File: config.mk
export PLATFORM = sky130hd
export DESIGN_NAME = mlfq_mod_unit
export DESIGN_NICKNAME = d
export VERILOG_FILES = /design/src/mlfq_scheduler_with_boost_assert.svh /design/src/mlfq_pkg.sv /design/src/mlfq_mod_unit.sv
export SDC_FILE = /design/constraint.sdc
export NUM_CORES = 1
export LEC_CHECK = 0
export ABC_AREA = 1
export BUFFER_PORTS_ARGS = -buffer_cell sky130_fd_sc_hd__buf_2
export CAP_MARGIN = 10
export CORE_MARGIN = 1
export CORE_UTILIZATION = 58
export DETAILED_ROUTE_END_ITERATION = 16
export GPL_TIMING_DRIVEN = 0
export PLACE_DENSITY = 0.81
export SLEW_MARGIN = 20
export SYNTH_ARGS = -nofsm -noshare
export SYNTH_HDL_FRONTEND = slang
export SYNTH_SLANG_ARGS = --single-unit
File: constraint.sdc
create_clock -name aclk -period 2.6 [get_ports aclk]
set_clock_uncertainty 0.2 [all_clocks]
set_input_delay 0.52 -clock aclk [delete_from_list [all_inputs] [get_ports aclk]]
set_output_delay 0.52 -clock aclk [all_outputs]
set_load 0.05 [all_outputs]
File: src/mlfq_scheduler_with_boost_assert.svh
// Assertion macros for the MLFQ scheduler.
// Used by the top level; needs aclk and aresetn in scope.
`ifndef MLFQ_SCHEDULER_WITH_BOOST_ASSERT_SVH
`define MLFQ_SCHEDULER_WITH_BOOST_ASSERT_SVH
// Implication checked on every rising clock edge outside reset.
`define MLFQ_ASSERT_IMP(label, ante, cons, msg) \
    label: assert property (@(posedge aclk) disable iff (!aresetn) (ante) |-> (cons)) \
        else $error(msg);
// Next-cycle implication checked outside reset.
`define MLFQ_ASSERT_NEXT(label, ante, cons, msg) \
    label: assert property (@(posedge aclk) disable iff (!aresetn) (ante) |=> (cons)) \
        else $error(msg);
`endif

File: src/mlfq_pkg.sv
// Shared types and codes for the MLFQ scheduler.
// No dependencies.
`default_nettype none
package mlfq_pkg;
    localparam logic [1:0] EV_ACCEPT = 2'd0;
    localparam logic [1:0] EV_REJECT = 2'd1;
    localparam logic [1:0] EV_RAN    = 2'd2;
    localparam logic [1:0] EV_IDLE   = 2'd3;
    localparam logic       OP_ARRIVE = 1'b0;
    localparam logic       OP_TICK   = 1'b1;
    localparam logic [2:0] REG_NUM_LEVELS = 3'd0;
    localparam logic [2:0] REG_BOOST      = 3'd1;
    localparam logic [2:0] REG_SLICE0     = 3'd2;
    localparam logic [2:0] REG_SLICE3     = 3'd5;
    localparam int         LEVELS = 4;
    localparam int         MAX_PROCS = 64;

    typedef struct packed {
        logic [1:0]  event_res;
        logic [5:0]  ran_id;
        logic        finished;
        logic        demoted;
        logic        boosted;
        logic [1:0]  new_level;
        logic [31:0] time_now;
        logic [31:0] turnaround;
    } result_t;
endpackage
`default_nettype wire

File: src/mlfq_mod_unit.sv
// Shift-subtract unit computing time modulo boost period, one bit per cycle.
// Uses mlfq_pkg.
`default_nettype none
module mlfq_mod_unit (
    input  wire logic        aclk,
    input  wire logic        aresetn,
    input  wire logic        start,
    input  wire logic [31:0] dividend,
    input  wire logic [15:0] divisor,
    output logic             done,
    output logic             is_zero
);
    import mlfq_pkg::*;
    logic [16:0] rem_reg, rem_next;
    logic [31:0] quo_reg, quo_next;
    logic [5:0]  cnt_reg, cnt_next;
    logic        busy_reg, busy_next;
    logic [16:0] trial;

    always_comb begin
        rem_next  = rem_reg;
        quo_next  = quo_reg;
        cnt_next  = cnt_reg;
        busy_next = busy_reg;
        trial     = {rem_reg[15:0], quo_reg[31]};
        if (start) begin
            rem_next  = '0;
            quo_next  = dividend;
            cnt_next  = 6'd32;
            busy_next = 1'b1;
        end else if (busy_reg) begin
            quo_next = {quo_reg[30:0], 1'b0};
            rem_next = (trial >= {1'b0, divisor}) ? trial - {1'b0, divisor} : trial;
            cnt_next = cnt_reg - 6'd1;
            if (cnt_reg == 6'd1) busy_next = 1'b0;
        end
    end

    always_ff @(posedge aclk) begin
        if (!aresetn) begin
            busy_reg <= 1'b0;
            cnt_reg  <= '0;
        end else begin
            busy_reg <= busy_next;
            cnt_reg  <= cnt_next;
        end
        rem_reg <= rem_next;
        quo_reg <= quo_next;
    end

    assign done    = !busy_reg;
    assign is_zero = (rem_reg == 17'd0);
endmodule
`default_nettype wire

==> impl_metrics.yaml, run 1 <==
timing:
  period_share_pct: 100.4
  fmax_mhz: 383.0
  setup_ws_ps: -11.26
  relSlewSlack_pct: 50.20
  report.final.slew_viol_count: 0
  finalHoldViolCount: 0
  rsz0062_at_grt: "false"
  tightestPinTransition_ps: 745.9
  finalSetupViolCount: 1
  fin_crit_ps: 2611
grt:
  grt_util_all_layers_pct: 25.40
  grt_pass1_wl_microns: 12930
  grt_max_degree: 38
  grt_pass1_vias: 3047
  antenna_found_initial: 0
  grt_remaining_overflow: 0
logic_synthesis:
  synth_edf_count: 32
  syn_inst: 536
  syn-num-nets: 606
  ys_seq_area_share_pct: 38.75
  avgSynthCellArea_sq_um: 6.940
  async_flop_share_pct: 0
  ys_warn_count: 0
  synth.distinct_cells: 35
  syn_area_sq_um: 3720
  synth_top_flop_cell: "edfxtp_1"
  ys_seq_elements: 56
final_layout:
  fillers: 536
  largest_reg_flops: 32
  antenna_cells: 0
  fin_cells: 670
  nNetsFinal: 664
  seq_area_sq_um: 1441
  drive_above_1_share_pct: 13.11
  multiInputGateArea_sq_um: 1896
  area_growth_pct: 11.94
die:
  chipHeight_microns: 82.09
  io_pins: 53
  die_w_microns: 82.09
  rows: 28
  start_util_pct: 61.37
  die_area_sq_um: 6738
  core_area_sq_um: 6061
critical_path:
  worstPathMaxFanout: 7
  crit_slowest_cell: "nor4_1"
  critPathKind: "reg2out"
  critPathTopFamily: "simple AND/OR/NAND/NOR gates"
  cp_num_buf_inv: 1
  critPathMaxStageDelay_ps: 430
  path_cells: "nor4_1 > nand4_1 > nor3_1 > buf_2"
  cp_data_required_time_ps: 1880
  worstSetupStartpointType: "flip-flop"
  endpoint_kind: "primary output"
  cp.arrival_ps: 1890
pwr:
  intPower_uw: 1316
  power.leakage_uw: 0.002293
  p_switching_uw: 531.5
  ir_drop_v: 0.0003334
  p_sw_share_pct: 28.77
  power_per_cell_area_nw_per_um2: 443.8
  fin_total_pwr_uw: 1848
  seqPwrFrac_pct: 56.0
  comb_power_share_pct: 15.7
  p_clk_share_pct: 28.2
clock_network:
  clk_latency_ps: 330
  postCtsResizedCells: 0
  cts_buffer_depth: 2
  root_buffer: "clkbuf_8"
  htreeDepth: 2
  hold_buffers: 0
  cts_inserted_buffers: 5
  cts.sinks: 56
  cts_setup_buffers: 0
  clkTransAtPathRegs_ps: 110
  cts_tree: "done"
detailed_routing:
  route.detailed.drc: 0
  vias: 3428
  wl_microns: 8116
  ant_nets: 0
  avgViaCountPerCell: 5.116
  drt_iter0_markers: 268
  firstDrtPassIters: 4
  wl_per_cell_microns: 12.11
placement:
  hpwl_microns: 6105
  dpl.cell_count: 662
  place.gp.congestion: 0.9162
  port_buffers: 51
flow_run:
  cap_violations: 0
status:
  violations: "setup timing"
  status: "finished, violations left"
worst_hold_path:
  hp-class: "in2reg"
==> area by class of cell <==
class	instances	area share [%]
Clock inverter	3	0.6310
Tap cell	75	2.254
Inverter	84	7.572
Timing Repair Buffer	51	6.130
Clock buffer	5	1.653
Multi-Input combinational cell	383	45.52
Buffer	13	1.623
Sequential cell	56	34.62
==> cell usage in the layout (no fill, tap or decap), types with 2 or more instances in the layout <==
cell type	instances
nand2_1	233
inv_1	82
buf_2	54
nand3_1	46
edfxtp_1	32
dfxtp_1	24
nor2_1	19
ha_1	18
a21oi_1	10
xnor2_1	9
clkbuf_1	8
nand4_1	8
and2_1	5
o21ai_0	5
clkbuf_8	5
nand3b_1	4
nor3_1	3
nor2_2	3
nor4_1	2
nand3_2	2
a21oi_2	2
buf_6	2
o21ai_1	2
clkinvlp_4	2
==> power groups by stage <==
stage	clock network, uW	logic (uW)	registers [uW]
4_1_cts	528	291	1040
6_report	521	291	1040
2_1_floorplan	0	200	1050
5_1_grt	559	328	1040
3_5_place_dp	0	289	1050
3_3_place_gp	0	280	1050
==> stage by stage <==
| stage | util (%) | setup TNS (ps) | hold slack (ps) | cell area (sq um) | setup WS (ps) |
|---|---|---|---|---|---|
| after floorplan | - | 0 | 247.5 | 3720 | 122.9 |
| after global placement | 67.13 | -2965 | 261.1 | 4069 | -92.90 |
| after detailed placement | 67.13 | 0 | 272.5 | 4069 | 81.50 |
| after CTS | 68.70 | 0 | 241.4 | 4164 | 46.96 |
| after global routing | 68.70 | 0 | 248.1 | 4164 | 20.48 |
| final | 68.70 | -11.26 | 247.7 | 4164 | -11.26 |
==> worst reg2reg max path, stage by stage, from the launching register on <==
cell,delay [ps]
edfxtp_1,380
inv_1,80
ha_1,140
inv_1,70
fa_1,440
nand3_1,130
nand3_1,190
nand2_1,110
nand2_1,110
nand2_1,100
nand2_1,50
nand2_1,60
nand3_1,80
nand2_1,80
nand2_1,50
==> logic make-up after synthesis <==
family	count (synthesis)	synth area share, %
and+or+nand+nor	333	38.85
buffers and inverters	97	10.29
DFF	56	38.75
AOI/OAI and AO/OA	21	3.162
adders and majority gates	19	6.593
xor gates and xnor gates	10	2.355
==> synth_stat cells (2+ instances only) <==
master | number | area share [%]
o21ai_1 | 2 | 0.27
nand4_1 | 8 | 1.3
clkbuf_1 | 8 | 0.81
dfxtp_1 | 24 | 13
and2_1 | 5 | 0.84
edfxtp_1 | 32 | 26
ha_1 | 18 | 6.1
buf_2 | 3 | 0.40
o21ai_0 | 5 | 0.67
inv_1 | 83 | 8.4
nor2_1 | 19 | 1.9
nor2_2 | 3 | 0.50
buf_6 | 2 | 0.61
nor3_1 | 3 | 0.40
a21oi_1 | 10 | 1.3
nand2_1 | 233 | 24
nor4_1 | 2 | 0.34
nand3_1 | 46 | 6.2
xnor2_1 | 9 | 2.1
nand3b_1 | 4 | 0.81
a21oi_2 | 2 | 0.47
nand3_2 | 2 | 0.54
==> path summary, 6_finish.rpt <==
| check | start | end | slack [ps] | cells after the start |
|---|---|---|---|---|
| worst min register to register | rem_reg[6] | rem_reg[6] | 290 | 2 |
| worst min-delay path | aresetn | busy_reg | 250 | 3 |
| worst max register to register | quo_reg[31] | rem_reg[14] | 250 | 14 |
| worst max-delay path | rem_reg[15] | is_zero | -10 | 4 |
==> routing by layer <==
| layer | global-route usage (%) | share of wire [%] |
|---|---|---|
| met1 | 31.55 | 45 |
| met4 | 6.316 | 0.75 |
| met2 | 45.21 | 49 |
| met3 | 4.444 | 5.7 |
| met5 | 0 | 0 |
(Power assumes the default switching activity.)
==> run 2, diff against run 1 <==
- clock period: 2.6 -> 2.5 ns (I/O delays scaled with it)
==> run 2 against run 1 <==
Net effect: global-route usage is essentially flat; critical path depth is the same; register-to-register slack lost 40 ps; sequential power grew 4%; the run now ends clean; non-clock buffer count is the same; sequential share of layout area shrank 0.093 points; utilization grew 0.19 points; first-iteration DRC count shrank 2.6%; via count is essentially flat; largest power group unchanged.
==> impl_metrics.yaml, run 2 (synthesis results as in run 1) <==
status:
  status: "complete, no violations"
pwr:
  p_switching_uw: 547.7
  comb_power_share_pct: 15.8
  seqPwrFrac_pct: 56.2
  intPower_uw: 1370
  power.leakage_uw: 0.002301
  p_sw_share_pct: 28.56
  ir_drop_v: 0.0003478
  power_per_cell_area_nw_per_um2: 459.3
  p_clk_share_pct: 28.0
placement:
  place.gp.congestion: 0.9162
  hpwl_microns: 6105
  dpl.cell_count: 662
  placed_area_sq_um: 4069
  pre_cts_slack_ps: 1.496
  port_buffers: 51
clock_network:
  cts_buffer_depth: 2
  htreeDepth: 2
  clk_latency_ps: 320
  clkTransAtPathRegs_ps: 110
  root_buffer: "clkbuf_8"
  cts_setup_buffers: 0
  cts_inserted_buffers: 5
  hold_buffers: 0
  cts_tree: "done"
  cts.sinks: 56
detailed_routing:
  route.detailed.drc: 0
  wl_microns: 8138
  wl_per_cell_microns: 12.15
  avgViaCountPerCell: 5.121
  ant_nets: 0
  drt_iter0_markers: 261
  firstDrtPassIters: 4
  vias: 3431
die:
  rows: 28
  die_area_sq_um: 6738
  io_pins: 53
  die_w_microns: 82.09
  start_util_pct: 61.37
  chipHeight_microns: 82.09
  core_area_sq_um: 6061
final_layout:
  largest_reg_flops: 32
  multiInputGateArea_sq_um: 1907
  final_cell_mix: "233 x nand2_1, 82 x inv_1, 54 x buf_2, 45 x nand3_1, 32 x edfxtp_1"
  drive_above_1_share_pct: 13.45
  antenna_cells: 0
  fin_cells: 670
  area_growth_pct: 12.24
  seq_area_sq_um: 1441
  nNetsFinal: 664
  final_core_util_pct: 68.89
  fin_area_sq_um: 4175
  final_common_cell: "nand2_1"
  fillers: 535
timing:
  report.final.slew_viol_count: 0
  finalHoldViolCount: 0
  fmax_mhz: 420.8
  setup_ws_ps: 123.3
  period_share_pct: 95.07
  rsz0062_at_grt: "false"
  hold_slack_ps: 231.0
  fin_crit_ps: 2377
  relSlewSlack_pct: 50.62
  tightestPinTransition_ps: 739.7
  finalSetupViolCount: 0
critical_path:
  critPathKind: "reg2out"
  cp.arrival_ps: 1680
  worstPathMaxFanout: 4
  rrSetupSlack_ps: 210
  crit_slowest_cell: "dfxtp_1"
  path_cells: "nor4_1 > nand3_1 > nor3_1 > buf_2"
  endpoint_kind: "primary output"
  cp_data_required_time_ps: 1800
  worstSetupStartpointType: "flip-flop"
  critPathMaxStageDelay_ps: 360
  startpoint: "rem_reg[7]"
  worstReg2RegStart: "quo_reg[31]"
grt:
  antenna_found_initial: 0
  grt_max_degree: 38
  grt_pass1_vias: 3063
  grt_util_all_layers_pct: 25.45
  grt_remaining_overflow: 0
  grt_pass1_wl_microns: 12970
worst_hold_path:
  hp-class: "in2reg"
  min_from: "aresetn"
flow_run:
  cap_violations: 0
[run 2: changes by cell type in the layout (fill, tap and decap cells not counted)]
cell | previous run | this run
nand3_1 | 46 | 45
nand3_2 | 2 | 3
nor4_1 | 2 | 1
nor4_2 | 0 | 1
[run 2: worst paths after layout]
path                                     to  depth (start not counted)
worst min register to register   rem_reg[6]                          2
worst min-delay path               busy_reg                          3
worst max-delay path                is_zero                          4
worst max register to register  rem_reg[14]                         14
[run 2: routing by layer]
metal / track usage (%) / vias up / share of wire (%)
met3: 4.556 / 9 / 5.5
met1: 31.48 / 1539 / 44
met4: 6.491 / 0 / 0.95
met2: 45.29 / 98 / 50
met5: 0 / - / 0
li1: - / 1785 / -
[run 2: power groups by stage]
| stage | Clock [uW] | Combinational (uW) | Sequential [uW] |
|---|---|---|---|
| floorplan | 0 | 208 | 1090 |
| finish | 537 | 303 | 1080 |
| detailed placement | 0 | 300 | 1100 |
| CTS | 550 | 303 | 1080 |
| global placement | 0 | 291 | 1100 |
| global route | 581 | 343 | 1080 |
[run 2: metrics by stage]
stage / total power [uW] / TNS [ps]
6_report: 1918 / 0
5_1_grt: 2008 / 0
4_1_cts: 1930 / 0
3_5_place_dp: 1397 / 0
3_3_place_gp: 1388 / -5826
2_1_floorplan: 1298 / 0
[run 2: cell type report]
| cell class | count | share of cell area (%) |
|---|---|---|
| tap | 75 | 2.248 |
| timing repair buffer | 51 | 6.113 |
| buffer | 13 | 1.618 |
| clock inverter | 3 | 0.6293 |
| sequential | 56 | 34.52 |
| multi-input combinational | 383 | 45.67 |
| inverter | 84 | 7.552 |
| clock buffer | 5 | 1.648 |
[run 2: critical path, delay by kind of cell (launching register included)]
family                 cells  cell delay, ps
and+or+nand+nor            3             700
DFF                        1             360
buffers and inverters      1             290
[run 2: repair_timing]
| item | CTS | global route |
|---|---|---|
| setup endpoints to repair | 1 | 2 |
| pin swaps | 0 | 0 |
| resized for setup | 1 | 1 |
==> run 3, diff against run 2 <==
- REMOVE_ABC_BUFFERS: default -> 1
==> run 3 against run 2 <==
Net effect: via count down 2.0%; flip-flop and latch count did not move; register-to-register slack got worse by 40 ps; global-route usage grew 0.28 points; clock-buffer cell count stayed put; worst setup slack lost 24 ps; cell count down 1.8%; hold slack got worse by 14 ps; utilization is 0.76 points lower; routed wire length rose by 1.5%; sequential power hardly changed; largest power group unchanged; highest routed layer unchanged.
==> impl_metrics.yaml, run 3 (synthesis results as in run 1) <==
status:
  status: "complete, no violations"
critical_path:
  cp_data_required_time_ps: 1800
  endpoint_kind: "primary output"
  critPathKind: "reg2out"
  worstPathMaxFanout: 7
  cp.arrival_ps: 1700
  worstSetupStartpointType: "flip-flop"
final_layout:
  area_growth_pct: 11.00
  final_cell_mix: "233 x nand2_1, 82 x inv_1, 51 x buf_2, 45 x nand3_1, 32 x edfxtp_1"
  antenna_cells: 0
  drive_above_1_share_pct: 13.55
  nNetsFinal: 652
  fin_area_sq_um: 4129
  final_common_cell: "nand2_1"
  largest_reg_flops: 32
clock_network:
  clk_latency_ps: 320
  hold_buffers: 0
  clkTransAtPathRegs_ps: 100
  cts_inserted_buffers: 5
  cts_setup_buffers: 0
  cts_tree: "done"
  cts.sinks: 56
  root_buffer: "clkbuf_8"
  htreeDepth: 2
  cts_buffer_depth: 2
die:
  start_util_pct: 61.37
  core_area_sq_um: 6061
  rows: 28
  die_area_sq_um: 6738
  io_pins: 53
  die_w_microns: 82.09
  chipHeight_microns: 82.09
timing:
  report.final.slew_viol_count: 0
  period_share_pct: 96.02
  relSlewSlack_pct: 46.26
  finalHoldViolCount: 0
  fmax_mhz: 416.6
  setup_ws_ps: 99.46
  finalSetupViolCount: 0
  hold_slack_ps: 217.2
  fin_crit_ps: 2401
  tightestPinTransition_ps: 805.2
placement:
  hpwl_microns: 5996
  placed_area_sq_um: 4009
  port_buffers: 52
  pre_cts_slack_ps: -339.6
  place.gp.congestion: 0.8784
detailed_routing:
  drt_iter0_markers: 263
  ant_nets: 0
  vias: 3364
  firstDrtPassIters: 4
  wl_microns: 8261
  wl_per_cell_microns: 12.55
  route.detailed.drc: 0
  avgViaCountPerCell: 5.112
pwr:
  power.leakage_uw: 0.002282
  power_per_cell_area_nw_per_um2: 459.5
  fin_total_pwr_uw: 1897
  ir_drop_v: 0.0003473
grt:
  antenna_found_initial: 0
  use_met3_pct: 2.667
  grt_pass1_vias: 2990
  use_met2_pct: 42.40
  grt_pass1_wl_microns: 13170
  grt_remaining_overflow: 0
  grt_util_all_layers_pct: 25.73
  grt_max_degree: 38
  use_met1_pct: 34.86
  busiest_layer: "met2"
flow_run:
  cap_violations: 0
worst_hold_path:
  hp-class: "in2reg"
run 3: cell count changes in the layout (fill, tap and decap cells not counted):
cell | before | now
nor4_2 | 1 | 0
buf_6 | 2 | 0
clkinvlp_4 | 2 | 1
inv_6 | 0 | 1
buf_2 | 54 | 51
nor2_1 | 19 | 17
clkinv_2 | 0 | 1
clkinv_1 | 1 | 0
clkinv_4 | 0 | 1
nor2_2 | 3 | 5
nor4_4 | 0 | 1
buf_4 | 0 | 1
clkbuf_1 | 8 | 0
inv_8 | 1 | 0
run 3: final cells by class:
cell class              count  area (sq um)
clock buffers               5         68.82
clock inverters             3         22.52
fillers                   573          1932
inverters                  84         319.1
multi-input cells         383          1921
flip-flops and latches     56          1441
well taps                  75         93.84
repair buffers             52         262.8
run 3: power breakdown:
| part | total, uW | internal [uW] | switching (uW) |
|---|---|---|---|
| registers | 1080 | 1050 | 26.7 |
| logic | 304 | 114 | 191 |
| clock network | 514 | 202 | 312 |
run 3: worst paths after layout:
check                      to  slack, ps  depth (start not counted)        start
hold / removal       busy_reg        220                          3      aresetn
setup / recovery      is_zero        100                          4  rem_reg[15]
hold reg to reg    rem_reg[5]        290                          2   rem_reg[5]
setup reg to reg  rem_reg[16]        170                         13  quo_reg[31]
run 3: per-layer routing:
| layer | vias to the layer above | share of wire [%] |
|---|---|---|
| met5 | - | 0 |
| met4 | 0 | 0.81 |
| met3 | 6 | 4.9 |
| met2 | 87 | 48 |
| met1 | 1510 | 46 |
| li1 | 1761 | - |
run 3: what timing repair did:
| action | in CTS | in global routing |
|---|---|---|
| gates resized for setup | 1 | 6 |
| endpoints found under the setup margin | 1 | 76 |
| pin swaps | 0 | 0 |
| gates cloned | 0 | 0 |
run 3: stage by stage:
stage / cells / setup TNS, ps / util [%]
after floorplan: 523 / 0 / -
after global placement: 650 / -31990 / 66.10
after detailed placement: 650 / -20430 / 66.14
after CTS: 658 / 0 / 67.75
after global routing: 658 / -6.458 / 68.13
final: 658 / 0 / 68.13
run 3: critical path, stage by stage (launching register included):
cell	delay, ps
dfxtp_1	430
nor4_4	350
nand4_1	190
nor3_1	180
buf_4	230
